$ cat src/rtl/core/enms_pkg.sv
// ----------------------------------------------------------------------------
// enms_pkg
// Types, codes and constants shared by the encoder notch motion sequencer.
// ----------------------------------------------------------------------------
package enms_pkg;

  localparam int COUNT_BITS_DEF = 16;

  localparam int LEVEL_W = 12;
  localparam int NOTCH_W = 8;
  localparam int DIST_W  = 16;
  localparam int WIN_W   = 16;
  localparam int CFG_IDX_W  = 3;
  localparam int CFG_DATA_W = 12;

  typedef enum logic [1:0] {
    EV_EDGE  = 2'd0,
    EV_MOVE  = 2'd1,
    EV_TURN  = 2'd2,
    EV_SPEED = 2'd3
  } event_t;

  typedef enum logic [1:0] {
    DRV_OFF = 2'd0,
    DRV_FWD = 2'd1,
    DRV_REV = 2'd2
  } drive_t;

  typedef enum logic [1:0] {
    ACT_IDLE = 2'd0,
    ACT_MOVE = 2'd1,
    ACT_TURN = 2'd2
  } action_t;

  localparam logic [CFG_IDX_W-1:0] CFG_TURN_LEVEL   = 3'd0;
  localparam logic [CFG_IDX_W-1:0] CFG_MOVE_LEFT    = 3'd1;
  localparam logic [CFG_IDX_W-1:0] CFG_MOVE_RIGHT   = 3'd2;
  localparam logic [CFG_IDX_W-1:0] CFG_QUARTER_TURN = 3'd3;
  localparam logic [CFG_IDX_W-1:0] CFG_HALF_TURN    = 3'd4;

  localparam logic [LEVEL_W-1:0] TURN_LEVEL_RST  = 12'd1500;
  localparam logic [LEVEL_W-1:0] MOVE_LEFT_RST   = 12'd2000;
  localparam logic [LEVEL_W-1:0] MOVE_RIGHT_RST  = 12'd1700;
  localparam logic [NOTCH_W-1:0] QUARTER_RST     = 8'd8;
  localparam logic [NOTCH_W-1:0] HALF_RST        = 8'd15;

  // target trim: n above 20 becomes n - 6 - n/20, n/20 = ((n >> 2) * 52429) >> 18
  localparam logic [DIST_W-1:0] TRIM_MIN    = 16'd20;
  localparam logic [DIST_W-1:0] TRIM_OFS    = 16'd6;
  localparam logic [15:0]       DIV5_MUL    = 16'd52429;
  localparam int                DIV5_SHIFT  = 18;
  localparam int                QUOT_W      = 12;

  typedef struct packed {
    event_t              mode;
    logic                wheel;
    logic [DIST_W-1:0]   notches;
    logic                turn_left;
    logic                half_turn;
  } in_item_t;

  typedef struct packed {
    drive_t              left_drive;
    drive_t              right_drive;
    logic [LEVEL_W-1:0]  left_level;
    logic [LEVEL_W-1:0]  right_level;
    action_t             action;
    logic                finished;
    logic                speed_valid;
    logic [WIN_W-1:0]    left_window_count;
    logic [WIN_W-1:0]    right_window_count;
  } out_item_t;

endpackage

$ cat src/rtl/core/enms_if.sv
// ----------------------------------------------------------------------------
// enms_in_if / enms_out_if
// Valid/ready channels carrying sequencer events and sequencer results.
// ----------------------------------------------------------------------------
interface enms_in_if;
  logic               valid;
  logic               ready;
  enms_pkg::in_item_t item;

  modport source (output valid, output item, input ready);
  modport sink (input valid, input item, output ready);
endinterface

interface enms_out_if;
  logic                valid;
  logic                ready;
  enms_pkg::out_item_t item;

  modport source (output valid, output item, input ready);
  modport sink (input valid, input item, output ready);
endinterface

$ cat src/rtl/core/encoder_notch_motion_sequencer.sv
// ----------------------------------------------------------------------------
// encoder_notch_motion_sequencer
// Two-wheel move/turn sequencer counting encoder notches, with speed windows.
// ----------------------------------------------------------------------------
// Results are registered. Throughput: one request per cycle while the skid
// stage is empty; a two-entry output register and skid stage keep the input
// open for one request while a result is stalled.
// Reset (synchronous, rst_n low): configuration returns to its defaults, the
// mode goes idle, drives off, levels and all counts clear.
// ----------------------------------------------------------------------------
module encoder_notch_motion_sequencer #(
  parameter int COUNT_BITS = enms_pkg::COUNT_BITS_DEF
) (
  input  logic                              clk,
  input  logic                              rst_n,
  enms_in_if.sink                           in_chan,
  enms_out_if.source                        out_chan,
  input  logic                              cfg_we,
  input  logic [enms_pkg::CFG_IDX_W-1:0]    cfg_index,
  input  logic [enms_pkg::CFG_DATA_W-1:0]   cfg_data
);
  import enms_pkg::*;

  localparam int CMP_W = (COUNT_BITS > WIN_W) ? COUNT_BITS : WIN_W;
  localparam int PROD_W = DIST_W - 2 + 16;

  logic [LEVEL_W-1:0] turn_level_r, move_left_r, move_right_r;
  logic [NOTCH_W-1:0] quarter_r, half_r;

  action_t            act_r, act_nxt;
  logic               turn_half_r, turn_half_nxt;
  logic [COUNT_BITS-1:0] lturn_r, lturn_nxt, rturn_r, rturn_nxt;
  logic [COUNT_BITS-1:0] lmove_r, lmove_nxt, rmove_r, rmove_nxt;
  logic [COUNT_BITS-1:0] lspd_r, lspd_nxt, rspd_r, rspd_nxt;
  logic [DIST_W-1:0]  target_r, target_nxt;
  drive_t             drvl_r, drvl_nxt, drvr_r, drvr_nxt;
  logic [LEVEL_W-1:0] lvll_r, lvll_nxt, lvlr_r, lvlr_nxt;

  out_item_t          res, out_r, skid_r;
  logic               out_valid_r, skid_valid_r;
  logic               accept;

  logic [PROD_W-1:0]  quot_prod;
  logic [QUOT_W-1:0]  quot;
  logic [DIST_W-1:0]  trimmed;
  logic [DIST_W-1:0]  cur_tgt;
  logic [CMP_W-1:0]   lcnt_ext, rcnt_ext;
  logic               l_done, r_done;

  function automatic logic [COUNT_BITS-1:0] sat_inc(input logic [COUNT_BITS-1:0] v);
    sat_inc = (&v) ? v : v + 1'b1;
  endfunction

  function automatic logic [WIN_W-1:0] cap_win(input logic [COUNT_BITS-1:0] v);
    logic [CMP_W-1:0] ext;
    ext = CMP_W'(v);
    cap_win = (ext > CMP_W'({WIN_W{1'b1}})) ? {WIN_W{1'b1}} : ext[WIN_W-1:0];
  endfunction

  assign in_chan.ready  = !skid_valid_r;
  assign accept         = in_chan.valid && in_chan.ready;
  assign out_chan.valid = out_valid_r;
  assign out_chan.item  = out_r;

  assign quot_prod = PROD_W'(in_chan.item.notches[DIST_W-1:2]) * PROD_W'(DIV5_MUL);
  assign quot      = quot_prod[DIV5_SHIFT +: QUOT_W];
  assign trimmed   = (in_chan.item.notches > TRIM_MIN)
                   ? in_chan.item.notches - TRIM_OFS - DIST_W'(quot)
                   : in_chan.item.notches;

  always_comb begin
    act_nxt       = act_r;
    turn_half_nxt = turn_half_r;
    lturn_nxt     = lturn_r;
    rturn_nxt     = rturn_r;
    lmove_nxt     = lmove_r;
    rmove_nxt     = rmove_r;
    lspd_nxt      = lspd_r;
    rspd_nxt      = rspd_r;
    target_nxt    = target_r;
    drvl_nxt      = drvl_r;
    drvr_nxt      = drvr_r;
    lvll_nxt      = lvll_r;
    lvlr_nxt      = lvlr_r;
    res           = '0;
    cur_tgt       = '0;
    lcnt_ext      = '0;
    rcnt_ext      = '0;
    l_done        = 1'b0;
    r_done        = 1'b0;

    unique case (in_chan.item.mode)
      EV_EDGE: begin
        if (!in_chan.item.wheel) begin
          if (act_r == ACT_MOVE) lmove_nxt = sat_inc(lmove_r);
          else if (act_r == ACT_TURN) lturn_nxt = sat_inc(lturn_r);
          lspd_nxt = sat_inc(lspd_r);
        end else begin
          if (act_r == ACT_MOVE) rmove_nxt = sat_inc(rmove_r);
          else if (act_r == ACT_TURN) rturn_nxt = sat_inc(rturn_r);
          rspd_nxt = sat_inc(rspd_r);
        end
        if (act_r == ACT_TURN) begin
          cur_tgt  = DIST_W'(turn_half_r ? half_r : quarter_r);
          lcnt_ext = CMP_W'(lturn_nxt);
          rcnt_ext = CMP_W'(rturn_nxt);
        end else begin
          cur_tgt  = target_r;
          lcnt_ext = CMP_W'(lmove_nxt);
          rcnt_ext = CMP_W'(rmove_nxt);
        end
        l_done = lcnt_ext >= CMP_W'(cur_tgt);
        r_done = rcnt_ext >= CMP_W'(cur_tgt);
        if (act_r != ACT_IDLE) begin
          if (l_done) drvl_nxt = DRV_OFF;
          if (r_done) drvr_nxt = DRV_OFF;
          if (l_done && r_done) begin
            if (act_r == ACT_TURN) begin
              lturn_nxt = '0;
              rturn_nxt = '0;
            end else begin
              lmove_nxt = '0;
              rmove_nxt = '0;
            end
            act_nxt      = ACT_IDLE;
            res.finished = 1'b1;
          end
        end
      end
      EV_MOVE: begin
        target_nxt = trimmed;
        lmove_nxt  = '0;
        rmove_nxt  = '0;
        act_nxt    = ACT_MOVE;
        lvll_nxt   = move_left_r;
        lvlr_nxt   = move_right_r;
        drvl_nxt   = DRV_FWD;
        drvr_nxt   = DRV_FWD;
      end
      EV_TURN: begin
        act_nxt       = ACT_TURN;
        turn_half_nxt = in_chan.item.half_turn;
        lvll_nxt      = turn_level_r;
        lvlr_nxt      = turn_level_r;
        drvl_nxt      = in_chan.item.turn_left ? DRV_REV : DRV_FWD;
        drvr_nxt      = in_chan.item.turn_left ? DRV_FWD : DRV_REV;
      end
      EV_SPEED: begin
        res.speed_valid        = 1'b1;
        res.left_window_count  = cap_win(lspd_r);
        res.right_window_count = cap_win(rspd_r);
        lspd_nxt               = '0;
        rspd_nxt               = '0;
      end
      default: begin
      end
    endcase

    res.left_drive  = drvl_nxt;
    res.right_drive = drvr_nxt;
    res.left_level  = lvll_nxt;
    res.right_level = lvlr_nxt;
    res.action      = act_nxt;
  end

  always_ff @(posedge clk) begin
    if (!rst_n) begin
      turn_level_r <= TURN_LEVEL_RST;
      move_left_r  <= MOVE_LEFT_RST;
      move_right_r <= MOVE_RIGHT_RST;
      quarter_r    <= QUARTER_RST;
      half_r       <= HALF_RST;
    end else if (cfg_we) begin
      unique case (cfg_index)
        CFG_TURN_LEVEL:   turn_level_r <= cfg_data;
        CFG_MOVE_LEFT:    move_left_r  <= cfg_data;
        CFG_MOVE_RIGHT:   move_right_r <= cfg_data;
        CFG_QUARTER_TURN: quarter_r    <= cfg_data[NOTCH_W-1:0];
        CFG_HALF_TURN:    half_r       <= cfg_data[NOTCH_W-1:0];
        default: begin
        end
      endcase
    end
  end

  always_ff @(posedge clk) begin
    if (!rst_n) begin
      act_r       <= ACT_IDLE;
      turn_half_r <= 1'b0;
      lturn_r     <= '0;
      rturn_r     <= '0;
      lmove_r     <= '0;
      rmove_r     <= '0;
      lspd_r      <= '0;
      rspd_r      <= '0;
      target_r    <= '0;
      drvl_r      <= DRV_OFF;
      drvr_r      <= DRV_OFF;
      lvll_r      <= '0;
      lvlr_r      <= '0;
    end else if (accept) begin
      act_r       <= act_nxt;
      turn_half_r <= turn_half_nxt;
      lturn_r     <= lturn_nxt;
      rturn_r     <= rturn_nxt;
      lmove_r     <= lmove_nxt;
      rmove_r     <= rmove_nxt;
      lspd_r      <= lspd_nxt;
      rspd_r      <= rspd_nxt;
      target_r    <= target_nxt;
      drvl_r      <= drvl_nxt;
      drvr_r      <= drvr_nxt;
      lvll_r      <= lvll_nxt;
      lvlr_r      <= lvlr_nxt;
    end
  end

  always_ff @(posedge clk) begin
    if (!rst_n) begin
      out_valid_r  <= 1'b0;
      skid_valid_r <= 1'b0;
    end else if (!out_valid_r || out_chan.ready) begin
      if (skid_valid_r) begin
        out_valid_r  <= 1'b1;
        skid_valid_r <= 1'b0;
      end else begin
        out_valid_r  <= accept;
      end
    end else if (accept) begin
      skid_valid_r <= 1'b1;
    end
  end

  always_ff @(posedge clk) begin
    if (!out_valid_r || out_chan.ready) begin
      out_r <= skid_valid_r ? skid_r : res;
    end else if (accept) begin
      skid_r <= res;
    end
  end

`ifndef SYNTHESIS
  a_skid_behind_out: assert property (@(posedge clk) disable iff (!rst_n)
    skid_valid_r |-> out_valid_r)
    else $error("skid entry held without an output entry");

  a_finish_idles: assert property (@(posedge clk) disable iff (!rst_n)
    out_chan.valid && out_chan.item.finished |->
      out_chan.item.action == ACT_IDLE && out_chan.item.left_drive == DRV_OFF &&
      out_chan.item.right_drive == DRV_OFF)
    else $error("finished result with mode or drives still active");

  a_speed_clears: assert property (@(posedge clk) disable iff (!rst_n)
    accept && in_chan.item.mode == EV_SPEED |=> lspd_r == '0 && rspd_r == '0)
    else $error("speed window counts not cleared after speed tick");

  a_move_starts: assert property (@(posedge clk) disable iff (!rst_n)
    accept && in_chan.item.mode == EV_MOVE |=>
      act_r == ACT_MOVE && lmove_r == '0 && rmove_r == '0)
    else $error("move start did not enter moving with cleared counts");
`endif

endmodule
$ cat src/flat_wrapper.sv
// flat-port wrapper written by rule: the top's interface ports become plain ports
module encoder_notch_motion_sequencer_flat import enms_pkg::*;
#(
  parameter int COUNT_BITS = enms_pkg::COUNT_BITS_DEF
)
  (clk, rst_n, cfg_we, cfg_index, cfg_data, in_chan_valid, in_chan_item, in_chan_ready, out_chan_valid, out_chan_item, out_chan_ready);
  enms_in_if in_chan_i ();
  enms_out_if out_chan_i ();
  input  logic clk;
  input  logic rst_n;
  input  logic cfg_we;
  input  logic [enms_pkg::CFG_IDX_W-1:0] cfg_index;
  input  logic [enms_pkg::CFG_DATA_W-1:0] cfg_data;
  input wire logic [$bits(in_chan_i.valid)-1:0] in_chan_valid;
  input wire logic [$bits(in_chan_i.item)-1:0] in_chan_item;
  output wire logic [$bits(in_chan_i.ready)-1:0] in_chan_ready;
  output wire logic [$bits(out_chan_i.valid)-1:0] out_chan_valid;
  output wire logic [$bits(out_chan_i.item)-1:0] out_chan_item;
  input wire logic [$bits(out_chan_i.ready)-1:0] out_chan_ready;
  assign in_chan_i.valid = in_chan_valid;
  assign in_chan_i.item = in_chan_item;
  assign in_chan_ready = in_chan_i.ready;
  assign out_chan_valid = out_chan_i.valid;
  assign out_chan_item = out_chan_i.item;
  assign out_chan_i.ready = out_chan_ready;
  encoder_notch_motion_sequencer #(.COUNT_BITS(COUNT_BITS)) u_core (.clk(clk), .rst_n(rst_n), .in_chan(in_chan_i), .out_chan(out_chan_i), .cfg_we(cfg_we), .cfg_index(cfg_index), .cfg_data(cfg_data));
endmodule
$ cat config.mk
export PLATFORM = sky130hd
export DESIGN_NAME = encoder_notch_motion_sequencer_flat
export DESIGN_NICKNAME = d
export VERILOG_FILES = /design/src/rtl/core/enms_pkg.sv /design/src/rtl/core/enms_if.sv /design/src/rtl/core/encoder_notch_motion_sequencer.sv /design/src/flat_wrapper.sv
export SDC_FILE = /design/constraint.sdc
export NUM_CORES = 1
export LEC_CHECK = 0
export ABC_AREA = 1
export ABC_CLOCK_PERIOD_IN_PS = 20700
export BUFFER_PORTS_ARGS = -buffer_cell sky130_fd_sc_hd__buf_4
export CAP_MARGIN = 20
export CORE_UTILIZATION = 30
export CTS_CLUSTER_DIAMETER = 30
export DETAILED_ROUTE_END_ITERATION = 7
export PLACE_DENSITY = 0.5
export SLEW_MARGIN = 40
export SYNTH_ARGS = -nofsm -noshare
export SYNTH_HDL_FRONTEND = slang
export SYNTH_SLANG_ARGS = --single-unit
$ cat constraint.sdc
create_clock -name clk -period 20.7 [get_ports clk]
set_input_delay 2.07 -clock clk [delete_from_list [all_inputs] [get_ports clk]]
set_output_delay 2.07 -clock clk [all_outputs]
set_load 0.05 [all_outputs]
# [Word-level counts from Yosys, hierarchy flattened]
# Index checks and enable logic that the tools add are counted.
[word_totals] regBits=325 in_bits=41 output_inout_bits=66 wordCells=159
[op_classes] add_sub_neg=8 n_mul=1 order_cmp=5 n_eq_ne=13 n_mux=63 bitwise_logic=2 n_reduce_logical=29
[ops] op="$mux 16" count=39
[ops] op="$pmux 16 s2" count=4
[ops] op="$add 16x1->16 const B" count=6
[ops] op="$reduce_and 16->1" count=6
[ops] op="$mux 64" count=1
[ops] op="$pmux 12 s2" count=2
[ops] op="$mux 33" count=1
[ops] op="$ge 16x16->1" count=2
[ops] op="$gt 16x16->1 const B" count=2
[ops] op="$mul 14x16->30 const B" count=1
[ops] op="$reduce_and 2->1" count=10
[ops] op="$pmux 2 s3" count=3
[ops] op="$gt 16x5->1 const B" count=1
[ops] op="$mux 2" count=8
[ops] op="$sub 16x12->16" count=1
[ops] op="$sub 16x3->16 const B" count=1
[ops] op="$mux 8" count=1
[ops] op="$ne 2x2->1 const B" count=4
[ops] op="$reduce_and 4->1" count=2
[ops] op="$eq 2x2->1 const B" count=3
[ops] op="$eq 3x2->1 const B" count=2
[ops] op="$reduce_bool 2->1" count=3
[ops] op="$eq 2x1->1 const B" count=2
[ops] op="$mux 1" count=4
[ops] op="9 further kinds" count=12

# [Longest topological paths before layout]
[logic_depth] word_depth=13 mapped_depth=39 mapped_depth_nobuf=39

# [Worst setup path before layout]
# Ideal clock, no wire load.
[synth_path] path_kind="input port to flip-flop" from="in in_chan_item[16]" to="reg u_core.target_r[15]" setup_time_ns=0.109 t_arrival_ns=7.986 t_required_ns=20.591 slack_ns=12.605 stages=36 path_buffers=0 cell_sequence="inv_1 -> ha_1 -> inv_1 -> fa_1 -> fa_1 -> fa_1 -> inv_1 -> fa_1 -> inv_1 -> fa_1 -> inv_1 -> ha_1 -> nand2_1 -> nor2_1 -> inv_1 -> nor2_1 -> inv_1 -> o21ai_0 -> xor2_1 -> ha_1 -> inv_1 -> ha_1 -> inv_1 -> fa_1 -> inv_1 -> nand3_1 -> nand2_1 -> nand2_1 -> nand2_1 -> nand4_1 -> nand3_1 -> nand2_1 -> nand2_1 -> nand3_1 -> nand2_1 -> inv_1"
[synth_via] elab_chain_cells=3
[synth_rtl] item="start, declared" line="flat_wrapper.sv:15" source="input wire logic [$bits(in_chan_i.item)-1:0] in_chan_item;"
[synth_rtl] item="$mul 14x16->30 or $sub 16x3->16 (tied branches)" line="encoder_notch_motion_sequencer.sv:65, encoder_notch_motion_sequencer.sv:68"
[synth_rtl] item="$sub 16x12->16" line="encoder_notch_motion_sequencer.sv:68" source="? in_chan.item.notches - TRIM_OFS - DIST_W'(quot)"
[synth_rtl] item="$mux 16 *" line="encoder_notch_motion_sequencer.sv:68"
[synth_rtl] item="end signal, assigned" line="encoder_notch_motion_sequencer.sv:210" source="target_r <= target_nxt;"
[synth_rtl] item="end, declared" line="encoder_notch_motion_sequencer.sv:35" source="logic [DIST_W-1:0] target_r, target_nxt;"
# Mark *: on every way between the ends. The rest lies on a longest branch, timed or not.
# A chain may end at the register's enable or synchronous reset.

# [Worst setup path in the final report]
# Same ends and word-level chain as after synthesis.

==> qor.txt <==
Status = completed
Crit path DAT = 8.77 ns
Register area share after synthesis = 36.18%
H-tree depth = 3
Slew Viols, Final = 0
Die width = 269.8 µm
Clock tree buffer depth = 3
Maximum clock frequency = 121.2 MHz
CTS tree = yes
Sw Ratio = 39.89%
Slew @ Worst Pin = 0.7603 ns
DRT iter0 DRCs = 927
Synth top area share = 18.32%
Crit share post-route = 39.87%
Clock sinks = 325
Dpl hpwl = 43,020 µm
Clk Latency, worst-skew pair = 0.62 ns
Fin Setup TNS = 0 ns
Die Footprint = 72,810 µm²
Area growth from synthesis to layout = 21.20%
Fin. Hold Viols = 0
Syn Std Cell Area = 21,520 µm²
Starting Density = 30.52%
Yosys warns = 0
Final Worst Setup Slack = 12.45 ns
Most instantiated cells after synthesis = nand2_1 (693), inv_1 (401), o21ai_0 (234)
Row Count = 97
Post-Place Worst Slack = 11.81 ns
Final net count = 3,226
LEAKAGE = 11.25 nW
Netlist cell types = 47
Post-DP Area = 23,250 µm²
Routed via count = 18,370
Mapped Nets = 3,125
Drt total wl = 58,890 µm
Crit end category = flop
Net load switching power = 1.440 mW
Crit Path Max Fanout = 6
Largest stage delay on the critical path = 0.64 ns
Metal3 WL = 2294 µm
Antenna violations before repair = 2
Dominant synthesized flop cell = dfxtp_1
Critical-path top delay cell = fa_1
Vias in the first global route = 17,671
Most used cell, CP = inv_1
CTS buffer count = 80
Post-synth ARST share = 0%
Total track usage = 16.13%
Placed cells = 3,810
Largest net degree at the start of global routing = 94
Number of max-cap violations = 0
Cell with the most instances after synthesis = nand2_1
GPL Wtd Cong = 0.8799
Setup Skew = 0.03892 ns
DR vias/cell = 4.639
Final Non-Filler Cells = 3,960
Number of flops mapped to enable cells by yosys = 128
Ratio of cells with drive above 1 in the final layout = 11.13%
Met2 WL post-DR = 27,450 µm
Rel. slew slack = 49.19%
First-pass GRT wire length = 94,740 µm
Combinational power share = 44.6%
CTS root buf = clkbuf_16
Die height = 269.8 µm
Clock transition at the registers of the reported paths = 0.05 ns
Congestion Overflow GR = 0
Antenna Nets Post-Route = 0
Min Clock Period, post-route = 8.253 ns
# IOs = 107
Top sig layer = met5
Top area cells in the synthesized netlist = dfxtp_1 (18%), edfxtp_1 (18%), nand2_1 (12%)
Clock power share = 35.5%
Hold Worst Slack = 0.4445 ns
Setup CP Type = in -> reg
Final setup vio count = 0
Unrepaired setup endpoints after global routing = no
R2R Setup Slk = 16.55 ns
Pwr Total = 3.610 mW
M1 WL = 27,740 µm
Post-synthesis area per instance = 7.549 µm²
Critical Path RT = 21.22 ns
Mapped Cells = 2,851
Hold-fix buffers, CTS = 0
Top cell type by total area after synthesis = dfxtp_1
Sequential share of power = 19.9%
Number of remaining DRC errors = 0
Final Core Density = 36.99%
Synth Register Bits = 325
Layout fillers = 7,443
Hold WC Path Type = reg -> reg
Startpoint Class = input pin
I/O Buffers = 106
Pint = 2.170 mW
Routed WL per cell = 14.87 µm
VDD IR max = 0.1169 mV
Core Box Area = 70,510 µm²
PwrDens = 138.4 nW/µm²
Final Cell Area = 26,090 µm²
Post-CTS Setup Inserts = 0
DR pass1 iterations = 7
# resized after CTS = 0
## path summary, 6_finish.rpt
kind,end,startpoint,depth (start not counted)
min,u_core.move_right_r[11],u_core.move_right_r[11],2
min reg2reg,u_core.move_right_r[11],u_core.move_right_r[11],2
max,u_core.target_r[15],in_chan_item[16],37
max reg2reg,u_core.out_chan.item[33],u_core.act_r[1],17
## layer usage
layer  vias up  GRT usage, %
met2       337         26.57
li1       9568             -
met1      8380         21.39
met5         -             0
met3        83         2.267
met4         2         5.936
## cell families after synthesis
group | Yosys count | synth area share [%]
and+or+nand+nor | 1184 | 23.86
AOI/OAI and AO/OA | 534 | 13.11
buffers and inverters | 526 | 9.383
DFF | 325 | 36.18
adders and majority gates | 233 | 15.46
xor gates and xnor gates | 49 | 1.994
## registers in the layout, summed over array words and instances, names as in the netlist, 16 cells and up
name	flops
u_core.lturn_r	16
u_core.lspd_r	16
u_core.rspd_r	16
u_core.rmove_r	16
u_core.rturn_r	16
u_core.target_r	16
u_core.lmove_r	16
u_core.skid_r	64
u_core.out_chan.item	64
## cell type report
cell class | count | area (µm²) | share of cell area [%]
multi-input cells | 2000 | 11730 | 44.98
flip-flops and latches | 325 | 7791 | 29.87
clock buffers | 103 | 2275 | 8.720
inverters | 420 | 1578 | 6.049
well taps | 940 | 1176 | 4.509
repair buffers | 125 | 977.2 | 3.746
clock inverters | 46 | 553.0 | 2.120
diodes | 1 | 2.502 | 0.009593
## layout by cell type, fill, tap and decap left out, drive strengths merged, types with 125 or more instances in the layout
cell    netlist  layout
ha          178     178
o21ai       266     266
inv         418     422
nand2       703     703
edfxtp      128     128
buf          23     125
dfxtp       197     197
nand3       155     155
nor2        207     207
a21oi       202     202
## critical path, delay by kind of cell
family / cells / cell delay [ns]
and+or+nand+nor: 13 / 1.20
AOI/OAI and AO/OA: 1 / 0.28
adders and majority gates: 10 / 4.12
buffers and inverters: 12 / 0.83
xor gates and xnor gates: 1 / 0.24
## power groups by stage
stage	clock, mW	sequential (mW)	combinational (mW)
6_report	1.28	0.718	1.61
5_1_grt	1.34	0.721	1.86
4_1_cts	1.30	0.719	1.62
3_5_place_dp	0	0.730	1.61
3_3_place_gp	0	0.730	1.62
2_1_floorplan	0	0.764	1.18
(Power assumes the default switching activity.)
